## src/hdl/obfp_pkg.sv

```systemverilog
// Package for the octree best-fit path block: sizes, register indexes and
// the types shared by the level unit and the top level. No dependencies.
package obfp_pkg;

    localparam int MAX_LEVELS = 8;
    localparam int COORD_BITS = 16;
    localparam int SCL_W      = COORD_BITS + MAX_LEVELS;
    localparam int SUM_W      = SCL_W + 1;
    localparam int OSUM_W     = COORD_BITS + 1;
    localparam int LVL_W      = $clog2(MAX_LEVELS + 1);
    localparam int IDX_W      = (MAX_LEVELS > 1) ? $clog2(MAX_LEVELS) : 1;
    localparam int PATH_W     = 32;
    localparam int PBIT_W     = $clog2(PATH_W);
    localparam int CFG_IDX_W  = 3;
    localparam int CFG_DATA_W = 16;
    localparam int DEPTH_W    = 4;

    localparam logic [CFG_IDX_W-1:0] REG_WORLD_MIN_X = 3'd0;
    localparam logic [CFG_IDX_W-1:0] REG_WORLD_MIN_Y = 3'd1;
    localparam logic [CFG_IDX_W-1:0] REG_WORLD_MIN_Z = 3'd2;
    localparam logic [CFG_IDX_W-1:0] REG_WORLD_MAX_X = 3'd3;
    localparam logic [CFG_IDX_W-1:0] REG_WORLD_MAX_Y = 3'd4;
    localparam logic [CFG_IDX_W-1:0] REG_WORLD_MAX_Z = 3'd5;
    localparam logic [CFG_IDX_W-1:0] REG_DEPTH_LIMIT = 3'd6;

    typedef logic signed [COORD_BITS-1:0] t_coord;
    typedef logic signed [SCL_W-1:0]      t_scl;
    typedef logic signed [OSUM_W-1:0]     t_osum;

    typedef struct packed {
        logic [2:0] oct;
        logic       holds;
    } t_lvl_res;

endpackage

```

## src/hdl/obfp_level_unit.sv

```systemverilog
// One subdivision step over all three axes: picks the child octant from the
// doubled centres and tests whether that child still holds the object.
// Depends on obfp_pkg.
module obfp_level_unit
    import obfp_pkg::*;
(
    input  t_scl     i_nmin [3],
    input  t_scl     i_nmax [3],
    input  t_coord   i_omin [3],
    input  t_coord   i_omax [3],
    input  t_osum    i_osum [3],
    output t_scl     o_cmin [3],
    output t_scl     o_cmax [3],
    output t_lvl_res o_res
);

    logic signed [SUM_W-1:0] nsum [3];
    logic signed [SUM_W-1:0] osum_s [3];
    t_scl                    mid [3];
    t_scl                    omin_s [3];
    t_scl                    omax_s [3];
    logic [2:0]              ge;
    logic [2:0]              fit;

    always_comb begin
        for (int a = 0; a < 3; a++) begin
            nsum[a]   = SUM_W'(i_nmin[a]) + SUM_W'(i_nmax[a]);
            osum_s[a] = {i_osum[a], {MAX_LEVELS{1'b0}}};
            mid[a]    = nsum[a][SUM_W-1:1];
            omin_s[a] = {i_omin[a], {MAX_LEVELS{1'b0}}};
            omax_s[a] = {i_omax[a], {MAX_LEVELS{1'b0}}};
            ge[a]     = (osum_s[a] >= nsum[a]);
            o_cmin[a] = ge[a] ? mid[a] : i_nmin[a];
            o_cmax[a] = ge[a] ? i_nmax[a] : mid[a];
            fit[a]    = (o_cmin[a] <= omin_s[a]) && (omax_s[a] <= o_cmax[a]);
        end
        o_res.oct   = ge;
        o_res.holds = &fit;
    end

endmodule

```

## config.mk

```make
export PLATFORM = sky130hd
export DESIGN_NAME = obfp_level_unit
export DESIGN_NICKNAME = d
export VERILOG_FILES = /design/src/hdl/obfp_pkg.sv /design/src/hdl/obfp_level_unit.sv
export SDC_FILE = /design/constraint.sdc
export NUM_CORES = 1
export LEC_CHECK = 0
export BUFFER_PORTS_ARGS = -buffer_cell sky130_fd_sc_hd__clkbuf_2
export CORE_AREA = 2 2 168 170
export DETAILED_ROUTE_END_ITERATION = 6
export DIE_AREA = 0 0 170 172
export GPL_ROUTABILITY_DRIVEN = 0
export SETUP_SLACK_MARGIN = 0.5
export SLEW_MARGIN = 20
export SYNTH_ARGS = -nofsm -noshare
export SYNTH_HDL_FRONTEND = slang
export SYNTH_SLANG_ARGS = --single-unit
```

## constraint.sdc

```tcl
create_clock -name vclk -period 28
set_input_delay 5.6 -clock vclk [all_inputs]
set_output_delay 5.6 -clock vclk [all_outputs]
set_load 0.02 [all_outputs]
```

; ---- Yosys cells after proc, flatten, opt, wreduce, memory -nomap -nowiden
; Cells that the tools add are included.
[totals]
ff_bits = 0
latch_bits = 0
ramBits = 0
romBits = 0
input_bits = 291
out_inout_bits = 148
word_cells = 22
mem_count = 0
[classes]
addsub = 3
n_mul = 0
div = 0
magnitude_cmp = 9
eq_ne = 0
shift = 0
mux = 6
bitwise_logic = 0
n_reduce_logical = 4
[ops]
columns = operator, count
row1 = <= comparator 24 bit, 6
row2 = 2-to-1 mux 24 bit, 6
row3 = adder 24 x 24 -> 25 bit, 3
row4 = >= comparator 25 bit, 3
row5 = logical AND 1 bit, 3
row6 = AND reduction 3 bit, 1

; ---- Logic depth before layout (Yosys ltp)
; Gate-level depths: netlist of the first run.
[logic_depth]
depth_word = 6
mapped_depth = 39
depth_no_buf = 37

; ---- Least setup slack after synthesis of the first run
; No wires, ideal clock.
[synth_path]
path_type = input-to-output
start = input port i_nmin[5] (netlist bit)
end = output port o_res[0] (netlist bit)
t_arrival_ns = 12.881
required_time_ns = 22.400
slack_ns = 9.519
stages = 35
n_path_buf = 2
path_cell_list = ha_1 > or4_1 > a211oi_1 > o31ai_1 > a21oi_1 > o2111ai_1 > a2111oi_0 > nor3_1 > a21o_1 > a21oi_1 > xnor2_1 > inv_1 > ha_1 > nor2_1 > nand2_1 > nor3_1 > a21oi_1 > a211oi_1 > a31oi_1 > clkbuf_1 > buf_2 > o21ai_0 > inv_1 > ha_1 > a21o_1 > a21o_1 > a21o_1 > a21o_1 > a21oi_1 > nor2_1 > nor4_1 > mux2i_1 > o32a_1 > o31ai_1 > nor4b_1
[synth_lines]
columns = element, line
row1 = "start, declared", obfp_level_unit.sv:7  ; input t_scl i_nmin [3],
row2 = "end, declared", obfp_level_unit.sv:14  ; output t_lvl_res o_res

==> impl_metrics.tcl, run 1 <==
set metrics [dict create \
    fin_crit_ns 19.48 \
    ys_types 72 \
    clock_buffers 0 \
    critical_path_buf_inv_count 5 \
    syn2layout_area_growth_pct 28.5 \
    port_buffers 439 \
    setup_slack_ns 8.52 \
    max_cap_violations 0 \
    cp_slowest_cell "o22ai_4" \
    via_count 10504 \
    die_area_sq_um 29200 \
    ios 439 \
    critical_path_class "in2out" \
    wl_per_cell_um 18.0 \
    drcViolationCount 0 \
    grt_pass1_vias 10152 \
    drv_slew 0 \
    min-delay-path-class "in2out" \
    die-width_um 170 \
    viasPerCell 5.27 \
    relSlewSlack_pct 39.1 \
    syn_avg_cell_area_sq_um 7.30 \
    powerDensity_nw_per_um2 53.3 \
    post_cts_buffers 0 \
    synthCells 1229 \
    gr-usage-all-layers_pct 23.0 \
    first_iter_violations 589 \
    detail-route-antenna-nets 0 \
    setup_tns_ns 0 \
    start_kind "primary input" \
    coreArea_sq_um 27500 \
    crit_top_cell "o21ai_0" \
    cp_data_arrival_time_ns 13.88 \
    synth.cell_area_sq_um 8980 \
    seq_cell_count 0 \
    p_leak_nw 6.51 \
    synth.most_common_cell "ha_1" \
    pre_cts_slack_ns 8.58 \
    yosysTopAreaCellShare_pct 30.0 \
    slowest_delay_ns 0.76 \
    path_max_fanout 44 \
    final_nets 2160 \
    routed_wl_um 35800 \
    syn-num-nets 1738 \
    grt_remaining_overflow 0 \
    critPathRequiredTime_ns 22.40 \
    ys_warn_count 0 \
    finalHoldViolations 0 \
    yosys-top-cells-count "215 x ha_1, 153 x inv_1, 106 x nand2_1, 79 x a21oi_1, 77 x o21ai_0" \
    cts-resized-gates 0 \
    grt_pass1_wl_um 53700 \
    setup_viol 0 \
    seq_area_sq_um 0 \
    drive_above_1_share_pct 32.9 \
    cp-end-kind "output port" \
    synth_area_leaders "ha_1 30%, mux2_2 7.7%, inv_1 6.4%, nand2_1 4.4%, a21oi_1 4.4%" \
    period_share_pct 69.6 \
    n_antenna_cell 0 \
    yosysSeqAreaShare_pct 0 \
    power_uw 615 \
    cp_top_family "compound AO/OA/AOI/OAI gates" \
    dr.pass1.iters 5 \
    hpwl_um 32700 \
    timing.fmax_mhz 51.3 \
    worst_pin_slew_ns 0.914 \
    hold_buffers 0 \
    rsz0062_at_grt "false" \
    rows 61 \
    die_h_um 172 \
    synth_area_leader_cell "ha_1" \
    ir_drop_mv 0.0411 \
    grt_max_degree 70 \
    fin_util_pct 42.0 \
    grt_antenna_before_repair 2 \
    status "completed" \
    initial_core_util_pct 32.7 \
]
-- per-stage QoR --
step / hold slack, ns / area (sq um) / std cells
after floorplan: 11.36 / 8980 / 1229
final: 11.55 / 11500 / 1995
after CTS: 11.55 / 11500 / 1995
after global routing: 11.58 / 11500 / 1995
after detailed placement: 11.55 / 11500 / 1995
after global placement: 11.55 / 11500 / 1995
-- area by class of cell --
cell class | instances | area, sq um
Fill cell | 2920 | 15900
Inverter | 164 | 616
Multi-Input combinational cell | 1043 | 8260
Tap cell | 346 | 433
Timing Repair Buffer | 442 | 2220
-- routing by layer --
layer	track usage [%]	share of wire, %
met4	3.94	1.9
met2	43.5	49
met5	0	0.084
met1	27.9	42
met3	3.50	7.0
-- logic make-up after synthesis --
group | count (synthesis) | synth area share [%]
compound gates | 327 | 23.6
xor+xnor | 61 | 6.11
fa+ha+maj | 218 | 30.6
buf+inv | 186 | 8.27
mux | 103 | 12.8
simple gates | 334 | 18.6
-- worst min-delay path: stages --
cell,delay [ns]
clkbuf_2,0.10
nand2_1,0.05
nand2_1,0.05
clkbuf_2,0.14
-- final timing paths --
check | startpoint | to | slack (ns) | depth (start not counted)
max | i_nmin[24] | o_res[0] | 8.52 | 36
min | i_nmin[26] | o_cmin[26] | 11.55 | 4
-- report_power, final --
group          switching [mW]  internal, mW  leakage [nW]
clock                       0             0             0
sequential                  0             0             0
combinational           0.375         0.240          6.51
total                   0.375         0.240          6.51
-- cells in the final DEF, fill, tap and decap left out, types with 4 or more instances in the layout --
master and n:
clkbuf_2 439, ha_1 215, inv_1 153, nand2_1 106
a21oi_1 79, o21ai_0 77, nor2_1 65, mux2_2 61
a21o_1 47, xnor2_1 44, o21a_1 39, mux2i_1 31
nand4_1 30, nor2b_1 27, nand3_1 21, nand2b_1 17
nor4_1 17, xor2_1 16, nor3_1 12, a211oi_1 11
mux2i_2 11, inv_2 11, a31oi_1 7, and4_1 6
a211o_1 5, o31ai_1 5, and3_1 5, o22ai_1 5
o211ai_1 4, o21bai_1 4, or4_1 4, and2_1 4
o21ai_1 4
Power figures use the tool's default switching activity.
==> run 2, diff against run 1 <==
Settings changed: CORE_AREA 2 2 168 170 to 2 2 172 174, DIE_AREA 0 0 170 172 to 0 0 174 176.
Clock period 28 ns to 15.75 ns, I/O delays scaled along.
==> impl_metrics.tcl, run 2 (synthesis results as in run 1) <==
set metrics [dict create \
    dr.pass1.iters 5 \
    relSlewSlack_pct 44.2 \
    viasPerCell 5.16 \
    routed_wl_um 36400 \
    grt_pass1_wl_um 55000 \
    min_path_cells 4 \
    die-width_um 174 \
    setup_tns_ns 0 \
    final_nets 2161 \
    cp_slowest_cell "buf_4" \
    cp_data_arrival_time_ns 11.38 \
    hp-start "i_nmax[30]" \
    drv_slew 0 \
    seq_area_sq_um 0 \
    die_h_um 176 \
    path_max_fanout 60 \
    syn2layout_area_growth_pct 29.1 \
    power_mw 1.10 \
    cts-resized-gates 0 \
    setup_viol 0 \
    startpoint "i_nmin[4]" \
    crit_top_cell "a21oi_1" \
    status "completed" \
    grt_pass1_vias 10337 \
    finalHoldViolations 0 \
    worst_pin_slew_ns 0.835 \
    gr-usage-all-layers_pct 22.3 \
    slowest_delay_ns 0.66 \
    grt_remaining_overflow 0 \
    seq_cell_count 0 \
    hold_buffers 0 \
    ir_drop_mv 0.0582 \
    min-delay-path-class "in2out" \
    rsz0062_at_grt "false" \
    die_area_sq_um 30600 \
    drcViolationCount 0 \
    critPathRequiredTime_ns 12.60 \
    cp-end-kind "output port" \
    post_cts_buffers 0 \
    critical_path_depth 31 \
    timing.fmax_mhz 68.8 \
    cp_top_family "compound AO/OA/AOI/OAI gates" \
    setup_slack_ns 1.22 \
    p_leak_nw 6.51 \
    grt_max_degree 61 \
    n_fill_cell 3076 \
    hpwl_um 33200 \
    detail-route-antenna-nets 0 \
    period_share_pct 92.2 \
    ios 439 \
    min_delay_worst_endpoint "o_cmax[30]" \
    drive_above_1_share_pct 32.9 \
    fin_crit_ns 14.53 \
    first_iter_violations 494 \
    final_cell_mix "439 x clkbuf_2, 215 x ha_1, 153 x inv_1" \
    start_kind "primary input" \
    mostFrequentLayoutCell "clkbuf_2" \
    n_antenna_cell 0 \
    critical_path_class "in2out" \
    wl_per_cell_um 17.9 \
    initial_core_util_pct 31.4 \
    powerDensity_nw_per_um2 94.8 \
    clock_buffers 0 \
    port_buffers 439 \
    pre_cts_slack_ns 1.28 \
    coreArea_sq_um 28500 \
    grt_antenna_before_repair 1 \
    max_cap_violations 0 \
    rows 62 \
    via_count 10501 \
    fin_util_pct 40.6 \
    critical_path_buf_inv_count 4 \
]
## run 2: cell types whose count changed in the layout (fill, tap and decap cells not counted)
cell / before / now
buf_4: 3 / 4
## run 2: stage by stage
| step | instance area [sq um] | std cells | hold slack [ns] |
|---|---|---|---|
| 2_1_floorplan | 8980 | 1229 | 6.46 |
| 3_3_place_gp | 11600 | 2034 | 6.65 |
| 3_5_place_dp | 11600 | 2034 | 6.64 |
| 4_1_cts | 11600 | 2034 | 6.65 |
| 5_1_grt | 11600 | 2034 | 6.67 |
| 6_report | 11600 | 2034 | 6.65 |
## run 2: worst max-delay path by stage
| stage | endpoint | slack [ns] |
|---|---|---|
| 2_1_floorplan | o_res[0] | 2.17 |
| 3_5_place_dp | o_res[0] | 1.28 |
| 6_report | o_res[0] | 1.22 |
| 3_3_place_gp | o_res[0] | 1.37 |
| 4_1_cts | o_res[0] | 1.23 |
| 5_1_grt | o_res[0] | 0.69 |
## run 2: per-layer routing
layer / GRT usage (%) / wire length [um] / vias to the layer above
met3: 3.12 / 2390 / 58
met4: 5.11 / 976 / 0
li1: - / - / 5301
met1: 27.1 / 15400 / 4724
met5: 0 / 0 / -
met2: 41.4 / 17600 / 418
## run 2: cell type report
type	instances	area, sq um	area share (%)
multi-input combinational	1043	8260	71.3
timing repair buffer	443	2230	19.2
inverter	164	616	5.31
tap	384	480	4.15
## run 2: where the power goes
| part | switching (mW) | total (mW) | internal [mW] |
|---|---|---|---|
| Clock | 0 | 0 | 0 |
| Sequential | 0 | 0 | 0 |
| Combinational | 0.671 | 1.10 | 0.427 |
